<file path="src/rtl/npi_pkg.sv">
`default_nettype none
package npi_pkg;
	localparam int unsigned SUM_W = 22;
	localparam int unsigned POS_W = 10;
	localparam int unsigned CNT_W = 11;
	localparam int unsigned PC_W  = 7;
	localparam logic [SUM_W-1:0] SUM_MAX = {SUM_W{1'b1}};

	typedef enum logic [2:0] {
		MODE_ERR  = 3'd0,
		MODE_ROWS = 3'd1,
		MODE_COLS = 3'd2,
		MODE_RBLK = 3'd3,
		MODE_CBLK = 3'd4
	} mode_t;

	typedef enum logic [1:0] {
		REG_PULSE = 2'd0,
		REG_ROWS  = 2'd1,
		REG_COLS  = 2'd2
	} reg_idx_t;

	typedef struct packed {
		logic start;
		logic setup;
	} npi_cmd_t;

	typedef struct packed {
		logic sqrt_done;
		logic setup_done;
	} npi_stat_t;
endpackage
`default_nettype wire

</file>
<file path="src/rtl/npi_ctrl.sv">
`default_nettype none
module npi_ctrl (
	input  wire logic                 clk,
	input  wire logic                 arst_n,
	input  wire logic                 cfg_wr,
	input  wire logic                 in_valid,
	output logic                      in_ready,
	output logic                      out_valid,
	input  wire logic                 out_ready,
	input  wire logic                 emit,
	output npi_pkg::npi_cmd_t         cmd,
	input  wire npi_pkg::npi_stat_t   stat
);
	typedef enum logic [4:0] {
		ST_SETUP = 5'b00001,
		ST_IDLE  = 5'b00010,
		ST_CALC  = 5'b00100,
		ST_WRITE = 5'b01000,
		ST_OUT   = 5'b10000
	} state_t;

	state_t state_q;

	always_ff @(posedge clk or negedge arst_n) begin
		if (!arst_n) begin
			state_q <= ST_SETUP;
		end else if (cfg_wr) begin
			state_q <= ST_SETUP;
		end else begin
			case (state_q)
				ST_SETUP: if (stat.setup_done) state_q <= ST_IDLE;
				ST_IDLE:  if (in_valid) state_q <= ST_CALC;
				ST_CALC:  if (stat.sqrt_done) state_q <= ST_WRITE;
				ST_WRITE: state_q <= emit ? ST_OUT : ST_IDLE;
				ST_OUT:   if (out_ready) state_q <= ST_IDLE;
				default:  state_q <= ST_SETUP;
			endcase
		end
	end

	assign in_ready  = (state_q == ST_IDLE);
	assign out_valid = (state_q == ST_OUT);
	assign cmd.start = (state_q == ST_IDLE) && in_valid;
	assign cmd.setup = (state_q == ST_SETUP);
endmodule
`default_nettype wire

</file>
<file path="config.mk">
export PLATFORM = sky130hd
export DESIGN_NAME = npi_ctrl
export DESIGN_NICKNAME = d
export VERILOG_FILES = /design/src/rtl/npi_pkg.sv /design/src/rtl/npi_ctrl.sv
export SDC_FILE = /design/constraint.sdc
export NUM_CORES = 1
export LEC_CHECK = 0
export ABC_CLOCK_PERIOD_IN_PS = 1880
export BUFFER_PORTS_ARGS = -buffer_cell sky130_fd_sc_hd__buf_2
export CORE_AREA = 4 4 41 43
export CTS_CLUSTER_DIAMETER = 100
export DETAILED_ROUTE_END_ITERATION = 8
export DIE_AREA = 0 0 45 47
export SYNTH_ARGS = -nofsm -noshare
export SYNTH_HDL_FRONTEND = slang
export SYNTH_SLANG_ARGS = --single-unit
</file>
<file path="constraint.sdc">
create_clock -name clk -period 1.88 [get_ports clk]
set_clock_uncertainty 0.2 [all_clocks]
set_input_delay 0.188 -clock clk [delete_from_list [all_inputs] [get_ports clk]]
set_output_delay 0.188 -clock clk [all_outputs]
set_load 0.01 [all_outputs]
</file>
==> reports/metrics.yaml, run 1 <==
outcome:
  outcome: "completed"
finish:
  nNetsFinal: 69
  fin_area_sq_um: 523
  drive_gt1_frac: 0.417
  layout_commonest_cell: "buf_2"
  regMostFlops: "state_q"
  largestRegisters: "state_q (5)"
  syn_to_final_growth_pct: 42.2
  layout_common_cells: "11 x buf_2, 6 x buf_4, 5 x nor2_1"
  largest_register_ffs: 5
  n_antenna_cell: 0
floorplanning:
  die_area_sq_um: 2120
  num_rows: 13
  core_sq_um: 1300
  die_h_um: 47
  die_x_um: 45
  io_pins: 12
  initial_core_util: 0.283
placement:
  place_ws_ps: 294
  placed_area_sq_um: 448
  place_congestion: 0.939
  dp_hpwl_um: 681
  io_buffer_count: 11
global_routing:
  grt_pass1_vias: 349
  antenna_found_initial: 0
  grt_max_degree: 10
  grt_pass1_wl_um: 1490
  track_usage: 0.102
  grt-ovfl-total: 0
timing:
  worstMarginPinSlew_ps: 324
  setup_viol: 0
  clock.fmax_mhz: 570
  rsz0062_at_grt: "false"
  setup-tns-final_ps: 0
  slew_violations: 0
  hold_violations: 0
  fin_crit_ps: 1750
  maxSlewHeadroom: 0.784
  layout_setup_ws_ps: 126
  timing.final.crit_share: 0.933
setup_path:
  arrival_ps: 1370
  cp-end-kind: "output pin"
  rr_startpoint: "state_q[2]"
  crit_type: "register to output pin"
  startpoint_type: "register"
  cp.required_ps: 1490
  rr_endpoint: "state_q[1]"
  ff2ff_setup_slack_ps: 330
  crit_fanout: 4
  r2r_cells: 3
clock_tree:
  cts_max_level: 1
  clockBufferDepth: 2
  cts.root.buffer_cell: "clkbuf_4"
  cts_made_buffers: 3
  cts_tree: "yes"
  clk_latency_ps: 240
  clk_pin_slew_ps: 40
  clock-sinks: 5
synth:
  ys_seq_area_frac: 0.344
  synth_area_sq_um: 368
  synthCells: 39
  ys_types: 22
  synth.largest_area_cell: "dfrtp_1"
  syn_area_per_cell_sq_um: 9.43
  yosysTopAreaCellShare: 0.272
  yosys-top-cells-area: "dfrtp_1 27%, dfstp_2 7.1%, nand4b_1 7.1%"
  syn-num-nets: 47
  yosys_warnings: 0
  ys_ff_latch: 5
detailed_routing:
  wl_per_cell_um: 12.4
  drt_iter0_drc: 7
  drcViolationCount: 0
  vias: 385
  ant_nets: 0
  wl_um: 929
  via_per_inst: 5.13
  firstDrtPassIters: 4
power_and_ir_drop:
  vdd_drop_max_v: 0.000454
  total_leakage_power_uw: 0.000253
  p_per_area_nw_per_um2: 1090
min_path:
  hold_end: "state_q[3]"
  min_path_cells: 2
  hp-class: "input pin to register"
  hp-start: "stat[1]"
run:
  drv_cap: 0
[synthesized netlist by cell type (all sizes together)]
cell type,count
inv,2
dfstp,1
a22oi,1
nand4,2
xor2,1
nor3b,3
o31ai,1
a311o,1
dfrtp,4
a311oi,1
nand3,2
a21oi,2
or3,2
nand4b,3
nor3,2
nor2,5
and3,1
buf,2
nor4b,3
[critical path: stages, from the launching register on]
cell	delay, ps
dfrtp_2	420
or3_4	390
nor3b_2	170
buf_2	140
[layer usage]
metal | routed length, um | vias to the layer above | GRT usage
li1 | - | 195 | -
met5 | 0 | - | 0
met2 | 418 | 10 | 0.144
met4 | 0 | 0 | 0
met1 | 436 | 180 | 0.136
met3 | 74 | 0 | 0.0728
[how the worst max path moves through the flow]
stage | startpoint | endpoint | slack [ps] | cells after the start
after floorplan | state_q[4] | cmd[0] | 270 | 3
after detailed placement | state_q[2] | state_q[1] | 290 | 3
after global placement | state_q[2] | cmd[0] | 320 | 3
after global routing | state_q[2] | cmd[0] | 30 | 3
final | state_q[2] | cmd[0] | 130 | 3
after CTS | state_q[2] | cmd[0] | 40 | 3
[metrics by stage]
stage / util / hold WS, ps / total power (uW) / std cells
2_1_floorplan: - / -308 / 342 / 39
4_1_cts: 0.380 / 19.0 / 561 / 72
6_report: 0.402 / 22.2 / 568 / 75
3_3_place_gp: 0.344 / -189 / 432 / 66
5_1_grt: 0.402 / 9.57 / 624 / 75
3_5_place_dp: 0.344 / -189 / 428 / 66
[kinds of logic (layout without fill, tap and decap cells)]
group | count (synthesis) | after routing | synth area share
xor gates and xnor gates | 1 | 1 | 0.0238
AOI/OAI and AO/OA | 6 | 6 | 0.119
buffers and inverters | 4 | 25 | 0.0646
DFF | 5 | 5 | 0.344
and+or+nand+nor | 23 | 23 | 0.449
[final cells by class]
type | instances | area, sq um
fillers | 140 | 778
multi-input cells | 30 | 223
flip-flops and latches | 5 | 128
repair buffers | 19 | 120
clock buffers | 4 | 26.3
well taps | 15 | 18.8
inverters | 2 | 7.51
[power by group]
group | internal [uW] | switching, uW | leakage, uW
Combinational | 145 | 133 | 0.000174
Sequential | 137 | 28.3 | 0.0000638
Clock | 80.3 | 45.2 | 0.0000150
[repair_timing]
item / 4_1_cts / 5_1_grt
gates resized for setup: 0 / 2
hold buffers: 2 / 0
hold endpoints to repair: 8 / 0
setup buffers: 0 / 3
setup endpoints to repair: 0 / 1
Power figures use the tool's default switching activity.
==> inputs of run 2 (changes only) <==
--- a/config.mk
+++ b/config.mk
@@ -11,6 +11,7 @@
 export CTS_CLUSTER_DIAMETER = 100
 export DETAILED_ROUTE_END_ITERATION = 8
 export DIE_AREA = 0 0 45 47
+export SETUP_SLACK_MARGIN = 0.5
 export SYNTH_ARGS = -nofsm -noshare
 export SYNTH_HDL_FRONTEND = slang
 export SYNTH_SLANG_ARGS = --single-unit
==> run 2 against run 1 <==
Compared with the run above:
- global-route usage increased by 2.9 points
- worst setup slack improved by 39 ps
- critical path depth increased by 1
- clock power about the same
- largest power group unchanged
- maximum frequency increased by 2.3%
- sequential power decreased by 7%
- first-iteration DRC count decreased by 71%
==> reports/metrics.yaml, run 2 (synthesized netlist as in run 1, its figures left out) <==
finish:
  nNetsFinal: 78  # +13%
  layout_common_cells: "11 x buf_4, 10 x buf_2, 4 x buf_6, 4 x dfrtp_2"
  largest_register_ffs: 5  # unchanged
  drive_gt1_frac: 0.638  # +0.221
  fill_cells: 132  # -5.7%
  n_antenna_cell: 0  # unchanged
  largestRegisters: "state_q (5)"
  layout_commonest_cell: "buf_4"
  regMostFlops: "state_q"
  fin_area_sq_um: 658  # +26%
  syn_to_final_growth_pct: 78.9
clock_tree:
  cts_made_buffers: 3  # unchanged
  cts_max_level: 1  # unchanged
  cts.root.buffer_cell: "clkbuf_4"
  clk_latency_ps: 240  # about the same
  clk_pin_slew_ps: 40  # about the same
  clock-sinks: 5  # unchanged
  cts_tree: "yes"
  clockBufferDepth: 2  # unchanged
setup_path:
  slowest_delay_ps: 400  # -20 ps
  startpoint_type: "register"
  cp_slowest_cell: "dfrtp_2"
  crit_type: "register to register"
  cp.required_ps: 1780  # +290 ps
  path_cells: "or3_4 > buf_4 > nor4b_4 > o31ai_1"
  cp-end-kind: "register"
  crit_fanout: 3  # -1
  arrival_ps: 1620  # +250 ps
power_and_ir_drop:
  total_leakage_power_uw: 0.000297  # +18%
  finalPower_uw: 689  # +21%
  vdd_drop_max_v: 0.000615  # +35%
  p_per_area_nw_per_um2: 1050  # -3.7%
global_routing:
  grt-ovfl-total: 0  # unchanged
  antenna_found_initial: 0  # unchanged
  grt_pass1_wl_um: 1950  # +31%
  track_usage: 0.132  # +0.0293
  grt_max_degree: 10  # unchanged
  grt_pass1_vias: 441  # +26%
detailed_routing:
  ant_nets: 0  # unchanged
  vias: 444  # +15%
  wl_um: 1240  # +33%
  via_per_inst: 5.29  # +3.0%
  wl_per_cell_um: 14.7  # +19%
  firstDrtPassIters: 2  # -2
  drt_iter0_drc: 2  # -5
  drcViolationCount: 0  # unchanged
floorplanning:
  io_pins: 12  # unchanged
  die_x_um: 45  # unchanged
  die_area_sq_um: 2120  # unchanged
  die_h_um: 47  # unchanged
  initial_core_util: 0.283  # unchanged
  core_sq_um: 1300  # unchanged
  num_rows: 13  # unchanged
min_path:
  hp-class: "input pin to register"
timing:
  setup_viol: 0  # unchanged
  layout_setup_ws_ps: 166  # +39.4 ps
  hold_violations: 0  # unchanged
  fin_crit_ps: 1710  # -39.4 ps
  maxSlewHeadroom: 0.796  # +0.0120
  slew_violations: 0  # unchanged
  timing.final.crit_share: 0.912  # -0.0210
  rsz0062_at_grt: "true"
  clock.fmax_mhz: 583  # +2.3%
  worstMarginPinSlew_ps: 305  # -19.4 ps
  setup-tns-final_ps: 0  # unchanged
placement:
  io_buffer_count: 11  # unchanged
  place_ws_ps: 235  # -59.1 ps
  dp_hpwl_um: 635  # -6.7%
  placed_area_sq_um: 438  # -2.2%
  place_congestion: 0.780  # -17%
run:
  drv_cap: 0  # unchanged
outcome:
  outcome: "completed"
## run 2: changes by cell type in the layout (fill, tap and decap cells not counted), moves of 2 or more
cell / change
nor2_4: +2
dfrtp_2: +3
buf_4: +5
a21oi_2: +2
dfrtp_1: -3
a21oi_1: -2
buf_6: +4
nor2_1: -2
## run 2: path summary, 6_finish.rpt
| check | slack [ps] | start | cells after the start | end |
|---|---|---|---|---|
| max | 170 | state_q[1] | 4 | state_q[1] |
| min | 40 | cfg_wr | 2 | state_q[0] |
| max reg2reg | 170 | state_q[1] | 4 | state_q[1] |
| min reg2reg | 570 | state_q[1] | 3 | state_q[1] |
| max in group asynchronous | 1180 | arst_n | 2 | state_q[0] |
| min in group asynchronous | 90 | arst_n | 2 | state_q[4] |
## run 2: cell type report
class | count | area [sq um] | share of cell area
multi-input cells | 30 | 267 | 0.405
repair buffers | 28 | 208 | 0.316
flip-flops and latches | 5 | 131 | 0.200
clock buffers | 4 | 26.3 | 0.0399
well taps | 15 | 18.8 | 0.0285
inverters | 2 | 7.51 | 0.0114
## run 2: critical path: cells and delay by family (launching register included)
kind	cells	cell delay [ps]
buffers and inverters	1	150
AO/OA/AOI/OAI	1	140
AND/OR/NAND/NOR	2	690
flip-flops	1	400
## run 2: layer usage
| layer | up-vias | share of wire | GRT usage |
|---|---|---|---|
| li1 | 212 | - | - |
| met1 | 218 | 0.39 | 0.143 |
| met2 | 12 | 0.53 | 0.243 |
| met3 | 2 | 0.062 | 0.0575 |
| met4 | 0 | 0.012 | 0.0175 |
| met5 | - | 0 | 0 |
## run 2: where the power goes
group	internal, uW	switching [uW]	total [uW]
clock network	80.1	41.7	122
logic	223	190	413
registers	138	16.2	154
total	441	248	689
## run 2: repair_timing
| item | 4_1_cts | 5_1_grt |
|---|---|---|
| hold buffers | 3 | 0 |
| pin swaps | 6 | 5 |
| setup buffers | 12 | 1 |
| endpoints found under the setup margin | 7 | 9 |
| hold endpoints to repair | 7 | 0 |
| resized for setup | 13 | 5 |
## run 2: stage by stage
stage                     utilization  hold WS [ps]  std cells
after floorplan                     -          -308         39
after global placement          0.337          -197         64
after detailed placement        0.337          -195         64
after CTS                       0.485          26.6         83
after global routing            0.506          27.1         84
final                           0.506          38.5         84
